**src/assert_macros.svh**
```systemverilog
// assertion macros shared by the list rtl
// no dependencies; include by bare file name inside a module body
`ifndef ASSERT_MACROS_SVH
`define ASSERT_MACROS_SVH

// invariant checked at every clock edge outside reset
`define BAL_ASSERT(name, clk, rst, prop, msg) \
   name: assert property (@(posedge clk) disable iff (rst) (prop)) else $error(msg);

// implication, consequent checked at the next edge
`define BAL_ASSERT_NEXT(name, clk, rst, ante, cons, msg) \
   name: assert property (@(posedge clk) disable iff (rst) (ante) |=> (cons)) else $error(msg);

`endif

```
**src/bal_pkg.sv**
```systemverilog
// package for the bounded array list: field widths, command codes, sequencer states
// no dependencies
`timescale 1ns / 1ps

package bal_pkg;

   localparam int DEFAULT_CAPACITY = 32;

   localparam int CMD_W    = 2;
   localparam int VALUE_W  = 32;
   localparam int POS_W    = 5;
   localparam int COUNT_W  = 6;
   localparam int REQ_TDATA_W = 40;
   localparam int RSP_TDATA_W = 48;

   localparam logic [CMD_W-1:0] CMD_APPEND = 2'd0;
   localparam logic [CMD_W-1:0] CMD_REMOVE = 2'd1;
   localparam logic [CMD_W-1:0] CMD_READ   = 2'd2;

   typedef enum logic [2:0] {
      ST_IDLE,
      ST_EXEC,
      ST_SEARCH,
      ST_SHIFT,
      ST_READ,
      ST_READ_WAIT
   } state_type;

endpackage

```
**src/bal_ram.sv**
```systemverilog
// single-port-write, single-port-read entry store with registered read data
// uses bal_pkg for the data width
`timescale 1ns / 1ps

module bal_ram #(
   parameter int DEPTH = bal_pkg::DEFAULT_CAPACITY,
   parameter int AW    = $clog2(DEPTH)
) (
   input  logic                      clock,
   input  logic                      wr_en,
   input  logic [AW-1:0]             wr_addr,
   input  logic [bal_pkg::VALUE_W-1:0] wr_data,
   input  logic                      rd_en,
   input  logic [AW-1:0]             rd_addr,
   output logic [bal_pkg::VALUE_W-1:0] rd_data
);
   import bal_pkg::*;

   logic [VALUE_W-1:0] mem [DEPTH];
   logic [VALUE_W-1:0] rd_data_ff;

   always_ff @(posedge clock) begin
      if (wr_en) begin
         mem[wr_addr] <= wr_data;
      end
      if (rd_en) begin
         rd_data_ff <= mem[rd_addr];
      end
   end

   assign rd_data = rd_data_ff;

endmodule

```
**src/bounded_array_list.sv**
```systemverilog
// bounded array list: an insertion-ordered list of up to CAPACITY signed 32-bit values.
// a command appends a value, removes the first equal value (later entries shift down)
// or reads the entry at a position; each command returns exactly one result with the
// outcome, the value read, the new count and empty/full flags. one command is worked
// at a time. every access goes through the single-read, single-write entry memory,
// whose one read port and one equality compare are reused by a small sequencer.
// sequencer path after the input transfer: append, unused command code, remove on an
// empty list and read at or past the count finish from the execute state; a read goes
// on through a read and a read-wait state; a remove searches the memory one entry a
// cycle and, on a match, the shift moves each later entry down one a cycle.
// a new input transfer is taken from the cycle after the previous result transfer.
// a failed command (full on append, empty or not found on remove, position at or
// past the count on read, unused command code) leaves the list unchanged.
// depends on bal_pkg, bal_ram and assert_macros.svh
`timescale 1ns / 1ps

module bounded_array_list #(
   parameter int CAPACITY = bal_pkg::DEFAULT_CAPACITY
) (
   input  logic                            clock,
   input  logic                            reset,
   // request channel
   input  logic                            req_tvalid,
   output logic                            req_tready,
   // cmd [1:0], value [33:2], position [38:34], zero fill [39]
   input  logic [bal_pkg::REQ_TDATA_W-1:0] req_tdata,
   // result channel
   output logic                            rsp_tvalid,
   input  logic                            rsp_tready,
   // ok [0], read_value [32:1], count [38:33], is_empty [39], is_full [40],
   // zero fill [47:41]
   output logic [bal_pkg::RSP_TDATA_W-1:0] rsp_tdata
);
   import bal_pkg::*;

`include "assert_macros.svh"

   // fill holds 0..CAPACITY, the memory address 0..CAPACITY-1
   localparam int FW = $clog2(CAPACITY + 1);
   localparam int AW = $clog2(CAPACITY);
   localparam logic [FW-1:0] FULL_COUNT = FW'(CAPACITY);

   // sequencer state
   state_type state_ff, state_in;

   // latched command (payload, no reset)
   logic [CMD_W-1:0]   cmd_ff;
   logic [VALUE_W-1:0] value_ff;
   logic [POS_W-1:0]   pos_ff;

   // list bookkeeping
   logic [FW-1:0] fill_ff, fill_in;
   logic [FW-1:0] idx_ff, idx_in;   // walk index: search address, shift target, read position
   logic          chk_ff, chk_in;   // read data holds entry idx_ff - 1 during search

   // result register
   logic               rsp_valid_ff;
   logic               rsp_ok_ff;
   logic [VALUE_W-1:0] rsp_rdval_ff;
   logic [COUNT_W-1:0] rsp_count_ff;
   logic               rsp_empty_ff;
   logic               rsp_full_ff;

   // memory port
   logic               ram_wr_en;
   logic [AW-1:0]      ram_wr_addr;
   logic [VALUE_W-1:0] ram_wr_data;
   logic               ram_rd_en;
   logic [AW-1:0]      ram_rd_addr;
   logic [VALUE_W-1:0] ram_rd_data;

   // finish strobe and result payload
   logic               finish;
   logic               fin_ok;
   logic [VALUE_W-1:0] fin_rdval;

   // shared compare and walk arithmetic
   logic               req_xfer;
   logic               rsp_xfer;
   logic               hit;
   logic               is_full_now;
   logic               walk_done;
   logic               more_to_shift;
   logic               pos_in_range;
   logic [FW:0]        idx_plus1;
   logic [FW:0]        idx_plus2;
   logic [FW+POS_W-1:0] pos_wide;
   logic [FW+POS_W-1:0] fill_wide;
   logic [FW+COUNT_W-1:0] cnt_wide;

   assign req_xfer = req_tvalid && req_tready;
   assign rsp_xfer = rsp_valid_ff && rsp_tready;

   assign hit         = chk_ff && (ram_rd_data == value_ff);
   assign is_full_now = (fill_ff == FULL_COUNT);
   assign walk_done   = chk_ff && (idx_ff == fill_ff);
   assign idx_plus1   = {1'b0, idx_ff} + {{FW{1'b0}}, 1'b1};
   assign idx_plus2   = {1'b0, idx_ff} + (FW+1)'(2);
   assign more_to_shift = (idx_plus1 < {1'b0, fill_ff});
   assign pos_wide    = {{FW{1'b0}}, pos_ff};
   assign fill_wide   = {{POS_W{1'b0}}, fill_ff};
   assign pos_in_range = (pos_wide < fill_wide);
   assign cnt_wide    = {{COUNT_W{1'b0}}, fill_in};

   bal_ram #(
      .DEPTH (CAPACITY),
      .AW    (AW)
   ) u_ram (
      .clock   (clock),
      .wr_en   (ram_wr_en),
      .wr_addr (ram_wr_addr),
      .wr_data (ram_wr_data),
      .rd_en   (ram_rd_en),
      .rd_addr (ram_rd_addr),
      .rd_data (ram_rd_data)
   );

   // next state
   always_comb begin
      state_in = state_ff;
      unique case (state_ff)
         ST_IDLE: begin
            if (req_xfer) begin
               state_in = ST_EXEC;
            end
         end
         ST_EXEC: begin
            priority if (cmd_ff == CMD_REMOVE && fill_ff != '0) begin
               state_in = ST_SEARCH;
            end else if (cmd_ff == CMD_READ && pos_in_range) begin
               state_in = ST_READ;
            end else begin
               state_in = ST_IDLE;
            end
         end
         ST_SEARCH: begin
            priority if (hit) begin
               state_in = ST_SHIFT;
            end else if (walk_done) begin
               state_in = ST_IDLE;
            end else begin
               state_in = ST_SEARCH;
            end
         end
         ST_SHIFT: begin
            if (!more_to_shift) begin
               state_in = ST_IDLE;
            end
         end
         ST_READ: begin
            state_in = ST_READ_WAIT;
         end
         ST_READ_WAIT: begin
            state_in = ST_IDLE;
         end
         default: begin
            state_in = ST_IDLE;
         end
      endcase
   end

   // sequencer outputs
   always_comb begin
      req_tready  = (state_ff == ST_IDLE) && !rsp_valid_ff;
      fill_in     = fill_ff;
      idx_in      = idx_ff;
      chk_in      = chk_ff;
      finish      = 1'b0;
      fin_ok      = 1'b0;
      fin_rdval   = '0;
      ram_wr_en   = 1'b0;
      ram_wr_addr = fill_ff[AW-1:0];
      ram_wr_data = value_ff;
      ram_rd_en   = 1'b0;
      ram_rd_addr = idx_ff[AW-1:0];
      unique case (state_ff)
         ST_IDLE: begin
         end
         ST_EXEC: begin
            idx_in = '0;
            chk_in = 1'b0;
            unique case (cmd_ff)
               CMD_APPEND: begin
                  finish = 1'b1;
                  if (!is_full_now) begin
                     // store at the tail, count grows by one
                     ram_wr_en = 1'b1;
                     fill_in   = fill_ff + {{(FW-1){1'b0}}, 1'b1};
                     fin_ok    = 1'b1;
                  end
               end
               CMD_REMOVE: begin
                  finish = (fill_ff == '0);
               end
               CMD_READ: begin
                  finish = !pos_in_range;
                  idx_in = pos_wide[FW-1:0];
               end
               default: begin
                  finish = 1'b1;
               end
            endcase
         end
         ST_SEARCH: begin
            // one address issued and one entry compared per cycle
            ram_rd_en = 1'b1;
            priority if (hit) begin
               // match at idx - 1; entry idx is being read for the shift
               idx_in = idx_plus1[FW-1:0] - (FW)'(2);
            end else if (walk_done) begin
               finish = 1'b1;
            end else begin
               idx_in = idx_plus1[FW-1:0];
               chk_in = 1'b1;
            end
         end
         ST_SHIFT: begin
            // move entry idx + 1 down to idx, fetch idx + 2
            ram_rd_en   = 1'b1;
            ram_rd_addr = idx_plus2[AW-1:0];
            ram_wr_addr = idx_ff[AW-1:0];
            ram_wr_data = ram_rd_data;
            if (more_to_shift) begin
               ram_wr_en = 1'b1;
               idx_in    = idx_plus1[FW-1:0];
            end else begin
               finish  = 1'b1;
               fin_ok  = 1'b1;
               fill_in = fill_ff - {{(FW-1){1'b0}}, 1'b1};
            end
         end
         ST_READ: begin
            ram_rd_en = 1'b1;
         end
         ST_READ_WAIT: begin
            finish    = 1'b1;
            fin_ok    = 1'b1;
            fin_rdval = ram_rd_data;
         end
         default: begin
         end
      endcase
   end

   // control registers
   always_ff @(posedge clock) begin
      if (reset) begin
         state_ff     <= ST_IDLE;
         fill_ff      <= '0;
         idx_ff       <= '0;
         chk_ff       <= 1'b0;
         rsp_valid_ff <= 1'b0;
      end else begin
         state_ff <= state_in;
         fill_ff  <= fill_in;
         idx_ff   <= idx_in;
         chk_ff   <= chk_in;
         if (finish) begin
            rsp_valid_ff <= 1'b1;
         end else if (rsp_xfer) begin
            rsp_valid_ff <= 1'b0;
         end
      end
   end

   // command and result payload
   always_ff @(posedge clock) begin
      if (req_xfer) begin
         cmd_ff   <= req_tdata[1:0];
         value_ff <= req_tdata[33:2];
         pos_ff   <= req_tdata[38:34];
      end
      if (finish) begin
         rsp_ok_ff    <= fin_ok;
         rsp_rdval_ff <= fin_rdval;
         rsp_count_ff <= cnt_wide[COUNT_W-1:0];
         rsp_empty_ff <= (fill_in == '0);
         rsp_full_ff  <= (fill_in == FULL_COUNT);
      end
   end

   assign rsp_tvalid = rsp_valid_ff;
   assign rsp_tdata  = {7'b0, rsp_full_ff, rsp_empty_ff, rsp_count_ff, rsp_rdval_ff, rsp_ok_ff};

   // checks
   `BAL_ASSERT(a_fill_bound, clock, reset, fill_ff <= FULL_COUNT, "fill past capacity")
   `BAL_ASSERT(a_no_write_idle, clock, reset, (state_ff != ST_IDLE) || !ram_wr_en, "memory write while idle")
   `BAL_ASSERT_NEXT(a_rsp_drains, clock, reset, rsp_xfer, !rsp_tvalid, "result repeated after transfer")
   `BAL_ASSERT_NEXT(a_accept_exec, clock, reset, req_xfer, state_ff == ST_EXEC, "accepted command not executed")

endmodule

```
**config.mk**
```make
export PLATFORM = sky130hd
export DESIGN_NAME = bounded_array_list
export DESIGN_NICKNAME = d
export VERILOG_FILES = /design/src/bal_pkg.sv /design/src/bal_ram.sv /design/src/bounded_array_list.sv
export VERILOG_INCLUDE_DIRS = /design/src /design/src/src
export SDC_FILE = /design/constraint.sdc
export NUM_CORES = 1
export LEC_CHECK = 0
export BUFFER_PORTS_ARGS = -buffer_cell sky130_fd_sc_hd__buf_2
export CAP_MARGIN = 0
export CORE_MARGIN = 2
export CORE_UTILIZATION = 36
export CTS_BUF_LIST = sky130_fd_sc_hd__clkbuf_2 sky130_fd_sc_hd__clkbuf_4 sky130_fd_sc_hd__clkbuf_8
export DETAILED_ROUTE_END_ITERATION = 10
export GPL_TIMING_DRIVEN = 0
export PLACE_DENSITY = 0.57
export SLEW_MARGIN = 30
export SYNTH_ARGS = -nofsm -noshare
export SYNTH_HDL_FRONTEND = slang
export SYNTH_HIERARCHICAL = 1
export SYNTH_SLANG_ARGS = --single-unit
```
**constraint.sdc**
```tcl
create_clock -name clock -period 7 [get_ports clock]
set_input_delay 1.05 -clock clock [delete_from_list [all_inputs] [get_ports clock]]
set_output_delay 1.05 -clock clock [all_outputs]
set_load 0.02 [all_outputs]
```
Yosys cells after proc, flatten, opt, wreduce, memory -nomap -nowiden
Memory sizes are Yosys's and may differ from the RTL's. A register that Yosys moved wholly into a read port is not among the register bits.
Cells that the tools add are included.
W data, S select, Z words.

storage, ports and cells
  bits in registers = 97
  bits in writable memories = 1,024
  input bits = 44
  output and inout port bits = 50
  memories = 1

cells by class
  add/subtract/negate cells = 5
  order comparisons = 2
  eq/ne operators = 17
  muxes and demuxes = 37
  reduce and logical (&&, ||, !) cells = 21

memories
  memory     depth  width  read ports  clocked after Yosys merged registers in  write ports  line           RTL
  u_ram.mem  32     32     1           1                                        1            bal_ram.sv:19  logic [VALUE_W-1:0] mem [DEPTH];

operator list
  operator               count
  $mux W6                6
  $eq A32 B32 Y1         1
  $mux W32               1
  $pmux W6 S3            1
  $mux W5                3
  $pmux W3 S5            1
  $mux W1                13
  $eq A6 B6 Y1 const B   2
  $logic_not A6 Y1       2
  $mux W3                4
  $pmux W6 S2            1
  $ne A2 B2 Y1 const B   5
  $add A6 B1 Y7 const B  1
  $logic_and A1 B1 Y1    7
  $lt A7 B6 Y1           1
  $add A6 B1 Y6 const B  1
  $eq A3 B2 Y1 const B   2
  $eq A3 B3 Y1 const B   2
  $eq A6 B6 Y1           1
  $lt A5 B6 Y1           1
  $pmux W1 S2            3
  $reduce_and A3 Y1      2
  $reduce_bool A6 Y1     1
  $sub A6 B1 Y6 const B  1
  16 further kinds       19

Longest topological paths before layout
Gate-level depths: netlist (run 1).

  word-level depth = 6
  gate-level depth with buffers = 14
  gate-level depth less buffers = 12

By module
The synthesis (run 1) kept the hierarchy.

modules (own cells, without submodules)
  module              instances  cells each  area each (µm²)  seq. area each (µm²)
  bal_ram             1          2,260       40,812.9         31,710.4
  bounded_array_list  1          535         5,350.1          2,742.6

Least setup slack after synthesis (run 1)
No wires, ideal clock.

  kind = register to register
  from = register idx_ff[1]
  to = memory u_ram.mem[12][0], enable pin
  setup time = 0.421 ns
  data arrival time = 4.441 ns
  data required time = 6.579 ns
  path slack = 2.138 ns
  stages on the path, launching flop included = 15
  path buffers = 2
  clock period less this slack = 4.862 ns
  path through = dfxtp_1 > ha_1 > nand2_1 > xor2_1 > inv_1 > ha_1 > a211oi_1 > a21o_1 > clkbuf_1 > and2_1 > nand2_1 > a21oi_1 > or3b_2 > clkbuf_1 > nor2_1

between the ends
  cells in the longest elaborated chain, start to end = 6
  elaborated cells on any way between the ends = 7
  those cells by class = add/sub (1); order compare (1); mux (5)

ends and longest elaborated chain
  element                        line                       RTL
  start, declared                bounded_array_list.sv:53   logic [FW-1:0] idx_ff, idx_in;
  start signal, assigned         bounded_array_list.sv:256  idx_ff <= idx_in;
  $add A6 B1 Y7                  bounded_array_list.sv:97   assign idx_plus1 = {1'b0, idx_ff} + {{FW{1'b0}}, 1'b1};
  $lt A7 B6 Y1                   bounded_array_list.sv:99   assign more_to_shift = (idx_plus1 < {1'b0, fill_ff});
  $mux W1                        bounded_array_list.sv:223  if (more_to_shift) begin
  $pmux W1 S2                    bounded_array_list.sv:176  unique case (state_ff)
  net ram_wr_en                  bounded_array_list.sv:65   logic ram_wr_en;
  $mux W1                        bal_ram.sv:23              if (wr_en) begin
  $mux W1 (not written as such)  bal_ram.sv:24              mem[wr_addr] <= wr_data;
  end, declared                  bal_ram.sv:19

The timed path passes the listed nets, and every way through them passes these cells.

Worst setup path after layout (run 1)
  from = register idx_ff[1]
  to = memory u_ram.mem[12][27], enable pin

The elaborated chain is that of the path after synthesis.

==> results of run 1 <==
## registers in the layout, indices dropped and copies added, names as in the netlist, 2 cells and up
signal,flops
u_ram/rd_data,32
idx_ff,6
rsp_rdval_ff,32
rsp_count_ff,6
pos_ff,5
cmd_ff,2
state_ff,3
fill_ff,6
value_ff,32
u_ram/mem,1024
## metal layers
metal	GRT usage, %	share of wire (%)	vias up
li1	-	-	11600
met1	26.9	45	13400
met2	29.4	47	1007
met3	2.81	6.8	149
met4	5.19	1.9	0
met5	0	0	-
## cell usage after synthesis, types with 7 or more instances
master,number
clkbuf_1,55
a22oi_1,96
a31oi_1,40
xnor2_1,41
inv_1,21
nand3_1,106
a21oi_1,116
edfxtp_1,1136
ha_1,19
buf_6,16
o21ai_0,17
xor2_1,7
a22o_1,64
nor2_1,46
nand4_1,16
nand2_1,228
nor3_1,39
nand2b_1,7
buf_1,10
mux2i_1,513
a211oi_1,7
buf_2,36
dfxtp_1,17
buf_4,45
and2_1,35
## report_power, final
group          total [W]  switching [W]  internal [W]
logic            0.00133       0.000925      0.000406
clock network    0.00554        0.00260       0.00294
registers        0.00774      0.0000367       0.00770
total             0.0146        0.00356        0.0110
## kinds of logic after synthesis
family	after synthesis
adders and majority gates	19
other	1
DFF	1153
muxes	513
xor gates and xnor gates	48
buffers and inverters	186
AOI/OAI and AO/OA	368
and+or+nand+nor	507
## stage by stage
stage	TNS, ns	total power [W]	hold slack, ns	utilization (%)	cells
6_report	0	0.0146	0.392	42.6	4945
5_1_grt	0	0.0151	0.349	42.5	4939
4_1_cts	0	0.0147	0.327	42.5	4936
3_5_place_dp	0	0.00920	0.493	39.7	4611
3_3_place_gp	-38.51	0.00918	0.483	38.2	4547
2_1_floorplan	0	0.00865	0.455	-	2801
## placed cells by master (no fill, tap or decap), drive strengths merged, types with 4 or more instances in the layout
| cell type | instances |
|---|---|
| clkbuf | 310 |
| nor2b | 6 |
| dfxtp | 17 |
| ha | 19 |
| a21oi | 116 |
| a22o | 64 |
| inv | 27 |
| clkinv | 59 |
| o21ai | 17 |
| nand2 | 228 |
| and3 | 4 |
| xor2 | 7 |
| a211oi | 7 |
| nand2b | 7 |
| edfxtp | 1136 |
| nand3b | 5 |
| nor2 | 46 |
| mux2i | 513 |
| clkinvlp | 5 |
| xnor2 | 41 |
| nand3 | 107 |
| nand4 | 16 |
| a22oi | 96 |
| diode | 7 |
| conb | 7 |
| a31oi | 41 |
| nor3 | 40 |
| and2 | 35 |
| nor4 | 4 |
| buf | 257 |
## path summary, 6_finish.rpt
path / endpoint / start
max reg2reg: u_ram/mem[12][27] / idx_ff[1]
min reg2reg: chk_ff / chk_ff
min: value_ff[16] / req_tdata[18]
max: u_ram/mem[12][27] / idx_ff[1]
## final cells by class
| type | instances | area (µm²) |
|---|---|---|
| Tap cell | 1662 | 2080 |
| Buffer | 165 | 963 |
| Sequential cell | 1153 | 34500 |
| Inverter | 21 | 78.8 |
| Antenna cell | 7 | 17.5 |
| Clock buffer | 252 | 3060 |
| Fill cell | 11300 | 73200 |
| Timing Repair Buffer | 150 | 2050 |
| Clock inverter | 73 | 447 |
| Multi-Input combinational cell | 1462 | 11000 |
==> flow_summary_export.csv, run 1 <==
group,metric,value,unit
global_routing,antenna_found_initial,2,
critical_path,worstSetupPathType,"flop to flop",
routing,drt-total-wl,124,mm
sta,tightest_slew,0.926,ns
critical_path,cp.depth,16,
floorplan,die_area,0.131,mm²
yosys,avgSynthCellArea,16.5,µm²
critical_path,cp_num_buf_inv,5,
routing,viasPerCell,5.29,
sta,slew_headroom,37.5,%
floorplan,coreArea,0.127,mm²
global_routing,grt-ovfl-total,0,
yosys,synth_mux_area_share,11.1,%
floorplan,core.rowCount,131,
sta,fmax,190,MHz
clock_tree,cts_resized,0,
routing,drt_iter0_markers,2475,
yosys,synthArstFlopShare,0,%
place,placed_area,0.0506,mm²
finish,drive_gt1_share,18.8,%
routing,num_vias,26200,
place,place_ws,1.62,ns
global_routing,grt_pass1_wl,178,mm
routing,antenna_left,0,
critical_path,critPathMaxStageDelay,0.54,ns
floorplan,fp.dieH,362,µm
sta,period_minus_slack,5.28,ns
yosys,synth_compound_area_share,5.42,%
sta,fin_crit_sh,75.4,%
clock_tree,htreeDepth,4,
run,maxCapViolations,0,
critical_path,worst-path-max-fanout,12,
outcome,status,"finished clean",
routing,wl_per_cell,25.1,µm
routing,dr.pass1.iters,7,
place,dp_hpwl,84.1,mm
critical_path,crit_family,"simple AND/OR/NAND/NOR gates",
floorplan,start_util,36.2,%
yosys,ys_types,63,
global_routing,first_global_vias,25400,
min_path,min_path_type,"input port to flop",
finish,area_delta_synth_final,17.4,%
yosys,ys_top_cells_by_area,"edfxtp_1, mux2i_1, nand2_1",
pwr,max-vdd-ir-drop,123,µV
clock_tree,clock_latency,0.84,ns
sta,hold_viol,0,
sta,setup_slack,1.72,ns
sta,rsz0062_at_grt,"false",
pwr,power_leakage,17.4,nW
critical_path,crit_required,7.53,ns
yosys,ys_seq_area_share,74.6,%
critical_path,cp-start-kind,"flop",
yosys,yosys_register_bits,1153,
yosys,synthAdderAreaFrac,0.515,%
clock_tree,cts_tree,"done",
sta,fin_worst_skew,0.0374,ns
place,gp_congestion,0.864,
clock_tree,clk_path_buf_depth,3,
clock_tree,cts_root_buffer,"clkbuf_8",
finish,final_cell_area,0.0542,mm²
clock_tree,cts.clk_slew.worst_paths,0.06,ns
pwr,power.density,270,mW/mm²
critical_path,cp_slowest_cell,"nor2_4",
sta,slew_violations,0,
sta,setup_viol,0,
yosys,synth_xor_area_share,0.911,%
clock_tree,clock-sinks,1153,
yosys,synthCells,2795,
yosys,synth_top_family_by_area,"multiplexers",
yosys,yosys.area.top_type_share,73.9,%
clock_tree,hold_buffers,0,
yosys,yosysTopAreaCell,"edfxtp_1",
floorplan,dieWidth,362,µm
yosys,synth_edf_count,1136,
finish,nets,3199,
yosys,synth-simple-area-share,5.13,%
place,port_buffers,84,
yosys,synth_area,0.0462,mm²
clock_tree,post-cts-setup-buffers,0,
routing,drc,0,
min_path,min_path_cells,1,
global_routing,grt_use_total,18.7,%
critical_path,cp.arrival,5.80,ns
floorplan,io_pins,94,
critical_path,cp_cell_sequence,"ha_1, nand2_1, xor2_1, inv_1, ha_1, a211oi_1, a21o_1, clkbuf_1, and2_1, nand2_1, a21oi_1, or3b_2, clkbuf_2, nor2_4, buf_16, buf_16",
critical_path,r2r_cells,16,
yosys,ys_warn_count,6,
yosys,synth-main-ff-cell,"edfxtp_1",
critical_path,worstSetupEndpointType,"flop",
critical_path,rrSetupSlack,1.72,ns
clock_tree,cts_buffers,183,
global_routing,grt_max_degree,33,
No activity file was read; power rests on OpenSTA's default activity.
==> run 2: changes to the inputs <==
--- a/config.mk
+++ b/config.mk
@@ -13,7 +13,7 @@
 export CTS_BUF_LIST = sky130_fd_sc_hd__clkbuf_2 sky130_fd_sc_hd__clkbuf_4 sky130_fd_sc_hd__clkbuf_8
 export DETAILED_ROUTE_END_ITERATION = 10
 export GPL_TIMING_DRIVEN = 0
-export PLACE_DENSITY = 0.57
+export PLACE_DENSITY = 0.58
 export SLEW_MARGIN = 30
 export SYNTH_ARGS = -nofsm -noshare
 export SYNTH_HDL_FRONTEND = slang
==> constraint.sdc (replaced) <==
create_clock -name clock -period 4.6 [get_ports clock]
set_input_delay 0.69 -clock clock [delete_from_list [all_inputs] [get_ports clock]]
set_output_delay 0.69 -clock clock [all_outputs]
set_load 0.02 [all_outputs]
==> run 2 against run 1 <==
Compared with the run above:
- critical path type unchanged
- critical path depth shrank 5
- fmax grew 19%
- hold slack lost 0.30 ns
- sequential power grew 52%
- critical endpoint is now u_ram/rd_data[26]
- global-route usage shrank 0.060 points
- first-iteration DRC count grew 4.7%
- cell count grew 1.0%
==> flow_summary_export.csv, run 2 (synthesized netlist as in run 1, its figures left out) <==
group,metric,value,unit
finish,num-fill-cells,11200,
finish,final_cell_area,0.0548,mm²
critical_path,cp.arrival,4.93,ns
finish,top_register,"u_ram/mem",
place,placed_cells,4612,
run,maxCapViolations,0,
clock_tree,htreeDepth,4,
pwr,switching_share,24.6,%
routing,drt_iter0_markers,2592,
critical_path,worstSetupPathType,"flop to flop",
clock_tree,cts.clk_slew.worst_paths,0.07,ns
sta,tightest_slew,0.946,ns
floorplan,start_util,36.2,%
floorplan,core.rowCount,131,
global_routing,grt_use_total,18.6,%
global_routing,grt_max_degree,33,
finish,area_delta_synth_final,18.7,%
critical_path,cp_slowest_cell,"xor2_1",
place,gp_congestion,0.863,
place,port_buffers,84,
critical_path,cp-start-kind,"flop",
pwr,max-vdd-ir-drop,184,µV
pwr,p_comb_share,9.3,%
routing,dr.pass1.iters,6,
pwr,power.internal,0.0167,W
global_routing,first_global_vias,25600,
finish,nets,3249,
sta,hold_viol,0,
finish,largest_reg_flops,1024,
finish,drive_gt1_share,19.4,%
routing,viasPerCell,5.22,
critical_path,worstSetupEndpointType,"flop",
critical_path,critPathMaxStageDelay,0.62,ns
routing,num_vias,26100,
pwr,share_seq_of_total_power,53.1,%
routing,drc,0,
sta,fin_worst_skew,0.0385,ns
sta,fin_crit_sh,96.1,%
place,dp_hpwl,82.5,mm
clock_tree,clock_latency,0.85,ns
pwr,power.density,405,mW/mm²
clock_tree,clock-sinks,1153,
sta,setup_viol,0,
routing,drt-total-wl,123,mm
global_routing,antenna_found_initial,3,
critical_path,worst-path-max-fanout,19,
sta,fmax,226,MHz
floorplan,dieWidth,362,µm
sta,slew_headroom,36.5,%
global_routing,grt_pass1_wl,177,mm
critical_path,crit_required,5.11,ns
clock_tree,cts_tree,"done",
sta,slew_violations,0,
clock_tree,cts_root_buffer,"clkbuf_8",
pwr,clockPowerShare,37.7,%
pwr,power_leakage,17.6,nW
place,placed_area,0.0507,mm²
routing,wl_per_cell,24.7,µm
critical_path,cp_cell_sequence,"buf_2, inv_1, nor2_1, clkbuf_2, xor2_1, nor2b_1, buf_4, clkbuf_1, a22oi_1, a31oi_1, nand3_1",
finish,fin_cells,4996,
min_path,min_path_type,"input port to flop",
floorplan,fp.dieH,362,µm
clock_tree,cts_buffers,180,
floorplan,die_area,0.131,mm²
sta,rsz0062_at_grt,"false",
floorplan,coreArea,0.127,mm²
floorplan,io_pins,94,
sta,period_minus_slack,4.42,ns
global_routing,grt-ovfl-total,0,
finish,final_common_cell,"edfxtp_1",
finish,final_cell_mix,"edfxtp_1, mux2i_1, nand2_1",
clock_tree,clk_path_buf_depth,3,
pwr,p_sw,0.00545,W
outcome,status,"finished clean",
routing,antenna_left,0,
## run 2: changes by cell type in the layout (fill, tap and decap cells not counted), moves of 8 or more
cell           previous run  this run
clkbuf_1                 54        46
clkinv_2                 13        23
dlygate4sd3_1             0        36
buf_4                    45        61
clkbuf_4                 67        58
## run 2: worst max-delay path: cells and delay by family, from the launching register on
kind	cells	cell delay [ns]
xor+xnor	1	0.62
buf+inv	5	1.62
simple gates	3	0.75
flops	1	0.32
compound gates	2	0.78
## run 2: final cells by class
cell class	count	area [µm²]	share of cell area (%)
flip-flops and latches	1153	34500	62.9
inverters	21	78.8	0.144
clock inverters	89	557	1.02
plain buffers	162	960	1.75
repair buffers	206	2650	4.83
diodes	4	10.0	0.0183
clock buffers	237	2910	5.31
multi-input cells	1462	11100	20.2
well taps	1662	2080	3.80
## run 2: path summary, 6_finish.rpt
| path | startpoint | endpoint | slack, ns | cells after the start |
|---|---|---|---|---|
| worst max register to register | state_ff[0] | u_ram/rd_data[26] | 0.18 | 11 |
| worst max-delay path | state_ff[0] | u_ram/rd_data[26] | 0.18 | 11 |
| worst min register to register | chk_ff | chk_ff | 0.50 | 2 |
| worst min-delay path | req_tdata[9] | value_ff[7] | 0.09 | 1 |
## run 2: layer usage
metal	share of wire [%]	up-vias	GRT usage [%]	wire length, µm
li1	-	11700	-	-
met1	45	13300	26.2	55600
met2	46	896	29.2	57100
met3	6.7	168	3.75	8330
met4	2.0	2	5.51	2520
met5	0.011	-	0	13
## run 2: power groups by stage
stage                     logic [W]  clock network (W)  registers [W]
after global placement      0.00196                  0         0.0120
after CTS                   0.00203            0.00854         0.0118
after global routing        0.00218            0.00899         0.0118
after floorplan             0.00117                  0         0.0120
final                       0.00206            0.00836         0.0118
after detailed placement    0.00200                  0         0.0120
## run 2: repair_timing
item | CTS | global route
setup endpoints to repair | 1028 | 479
hold buffers | 36 | 0
endpoints found under the hold margin | 36 | 0
gates resized for setup | 6 | 12
pin swaps | 13 | 0
setup buffers | 21 | 0
## run 2: stage by stage
stage               total power, W  worst slack [ns]  setup TNS, ns  hold WS [ns]  util [%]
floorplan                   0.0132            -0.262         -72.71         0.455         -
finish                      0.0222             0.180              0        0.0885      43.0
global placement            0.0140             -2.72       -2509.89         0.483      38.2
global route                0.0229           0.00832              0        0.0421      43.0
CTS                         0.0223           0.00328              0       0.00604      43.0
detailed placement          0.0140            -0.857        -537.39         0.485      39.8
==> run 3: changes to the inputs <==
--- a/config.mk
+++ b/config.mk
@@ -8,6 +8,7 @@
 export LEC_CHECK = 0
 export BUFFER_PORTS_ARGS = -buffer_cell sky130_fd_sc_hd__buf_2
 export CAP_MARGIN = 0
+export CORE_ASPECT_RATIO = 1.2
 export CORE_MARGIN = 2
 export CORE_UTILIZATION = 36
 export CTS_BUF_LIST = sky130_fd_sc_hd__clkbuf_2 sky130_fd_sc_hd__clkbuf_4 sky130_fd_sc_hd__clkbuf_8
==> run 3 against run 2 <==
Compared with the run above:
- worst setup slack better by 0.13 ns
- utilization is 0.21 points higher
- die area barely moved
- register-to-register slack better by 0.13 ns
- cell count increased by 0.44%
- combinational power barely moved
- clock skew up 0.012 ns
- hold slack improved by 0.056 ns
- global-route usage about the same
- count of clock-buffer cells in the layout decreased by 1
- sequential power barely moved
- critical path type unchanged
- largest power group unchanged
- highest routed layer is now met4
==> flow_summary_export.csv, run 3 (synthesized netlist as in run 1, its figures left out) <==
group,metric,value,unit
floorplan,start_util,36.4,%
sta,period_minus_slack,4.29,ns
finish,top_register,"u_ram/mem",
routing,drt_iter0_markers,2301,
routing,drt-total-wl,123,mm
clock_tree,clock_latency,0.88,ns
clock_tree,cts.clk_slew.worst_paths,0.06,ns
finish,final_cell_mix,"edfxtp_1, mux2i_1, nand2_1",
global_routing,grt_use_total,18.6,%
sta,tightest_slew,0.962,ns
floorplan,coreArea,0.127,mm²
routing,num_vias,26000,
finish,final_common_cell,"edfxtp_1",
routing,viasPerCell,5.18,
finish,final_cell_area,0.0548,mm²
outcome,status,"finished clean",
clock_tree,cts_buffers,175,
critical_path,worstSetupPathType,"flop to flop",
global_routing,antenna_found_initial,4,
global_routing,grt-ovfl-total,0,
sta,fin_worst_skew,0.0501,ns
pwr,power.density,399,mW/mm²
critical_path,cp-start-kind,"flop",
sta,rsz0062_at_grt,"false",
floorplan,fp.dieH,396,µm
sta,slew_violations,0,
sta,hold_viol,0,
pwr,finalPower,0.0219,W
finish,drive_gt1_share,20.2,%
place,place_ws,-0.894,ns
finish,area_delta_synth_final,18.8,%
critical_path,crit_required,5.16,ns
critical_path,worstSetupEndpointType,"flop",
finish,seqCellArea,0.0345,mm²
routing,wl_per_cell,24.5,µm
finish,multi_input_area,0.0111,mm²
sta,slew_headroom,35.8,%
floorplan,io_pins,94,
place,dp_hpwl,81.9,mm
routing,antenna_left,0,
finish,num-fill-cells,11200,
global_routing,first_global_vias,26200,
finish,nets,3276,
sta,fin_crit_sh,93.3,%
place,port_buffers,84,
place,gp_congestion,0.869,
sta,setup_slack,0.309,ns
routing,drc,0,
global_routing,grt_max_degree,33,
floorplan,die_area,0.131,mm²
pwr,power_leakage,17.8,nW
clock_tree,htreeDepth,4,
run,maxCapViolations,0,
pwr,max-vdd-ir-drop,175,µV
critical_path,cp.arrival,4.85,ns
floorplan,dieWidth,331,µm
sta,fmax,233,MHz
sta,setup_viol,0,
critical_path,worst-path-max-fanout,10,
global_routing,grt_pass1_wl,177,mm
clock_tree,clock-sinks,1153,
clock_tree,cts_root_buffer,"clkbuf_8",
clock_tree,cts_tree,"done",
clock_tree,clk_path_buf_depth,3,
floorplan,core.rowCount,143,
min_path,min_path_type,"input port to flop",
critical_path,rrSetupSlack,0.31,ns
finish,largest_reg_flops,1024,
place,placed_area,0.0505,mm²
routing,dr.pass1.iters,7,
[run 3: path summary, 6_finish.rpt]
check / cells after the start / from / end
hold / removal: 3 / rsp_tready / rsp_tvalid
setup / recovery: 14 / state_ff[0] / u_ram/rd_data[21]
setup reg to reg: 14 / state_ff[0] / u_ram/rd_data[21]
hold reg to reg: 2 / chk_ff / chk_ff
[run 3: layer usage]
metal | wire [µm] | GRT usage [%] | vias to the layer above
met5 | 0 | 0 | -
met4 | 3560 | 6.56 | 0
met3 | 6550 | 3.06 | 191
met2 | 63700 | 33.0 | 818
met1 | 49400 | 22.8 | 13300
li1 | - | - | 11700
[run 3: critical path: stages (launching register included)]
cell	delay [ns]
dfxtp_1	0.31
buf_2	0.23
inv_1	0.19
nor2_1	0.32
clkbuf_2	0.32
clkbuf_1	0.37
nand2_1	0.10
nand2_1	0.26
and2_1	0.22
buf_4	0.22
clkbuf_2	0.35
a22o_1	0.24
nor3_1	0.07
a31oi_1	0.52
nand3_1	0.24
[run 3: what timing repair did]
| item | 4_1_cts | 5_1_grt |
|---|---|---|
| buffers inserted | 39 | 16 |
| hold buffers | 39 | 0 |
| pin swaps | 22 | 4 |
| hold endpoints to repair | 39 | 0 |
| endpoints found under the setup margin | 1036 | 352 |
| resized for setup | 8 | 41 |
[run 3: cell type report]
type / count / share of cell area [%]
multi-input combinational: 1462 / 20.3
antenna: 3 / 0.0137
clock buffer: 236 / 5.30
tap: 1667 / 3.80
buffer: 163 / 1.79
timing repair buffer: 237 / 5.12
inverter: 21 / 0.144
clock inverter: 76 / 0.751
sequential: 1153 / 62.8
[run 3: report_power, final]
group / switching (W) / internal (W) / total, W
sequential: 0.0000551 / 0.0117 / 0.0118
clock: 0.00383 / 0.00424 / 0.00808
combinational: 0.00140 / 0.000656 / 0.00205
total: 0.00529 / 0.0166 / 0.0219
[run 3: per-stage QoR]
step	utilization [%]	cells	TNS (ns)	hold slack (ns)
6_report	43.2	5018	0	0.144
5_1_grt	43.2	5016	0	0.105
4_1_cts	43.0	4999	0	0.0372
3_5_place_dp	39.8	4611	-606.41	0.491
3_3_place_gp	38.4	4552	-2399.68	0.476
2_1_floorplan	-	2801	-72.71	0.455
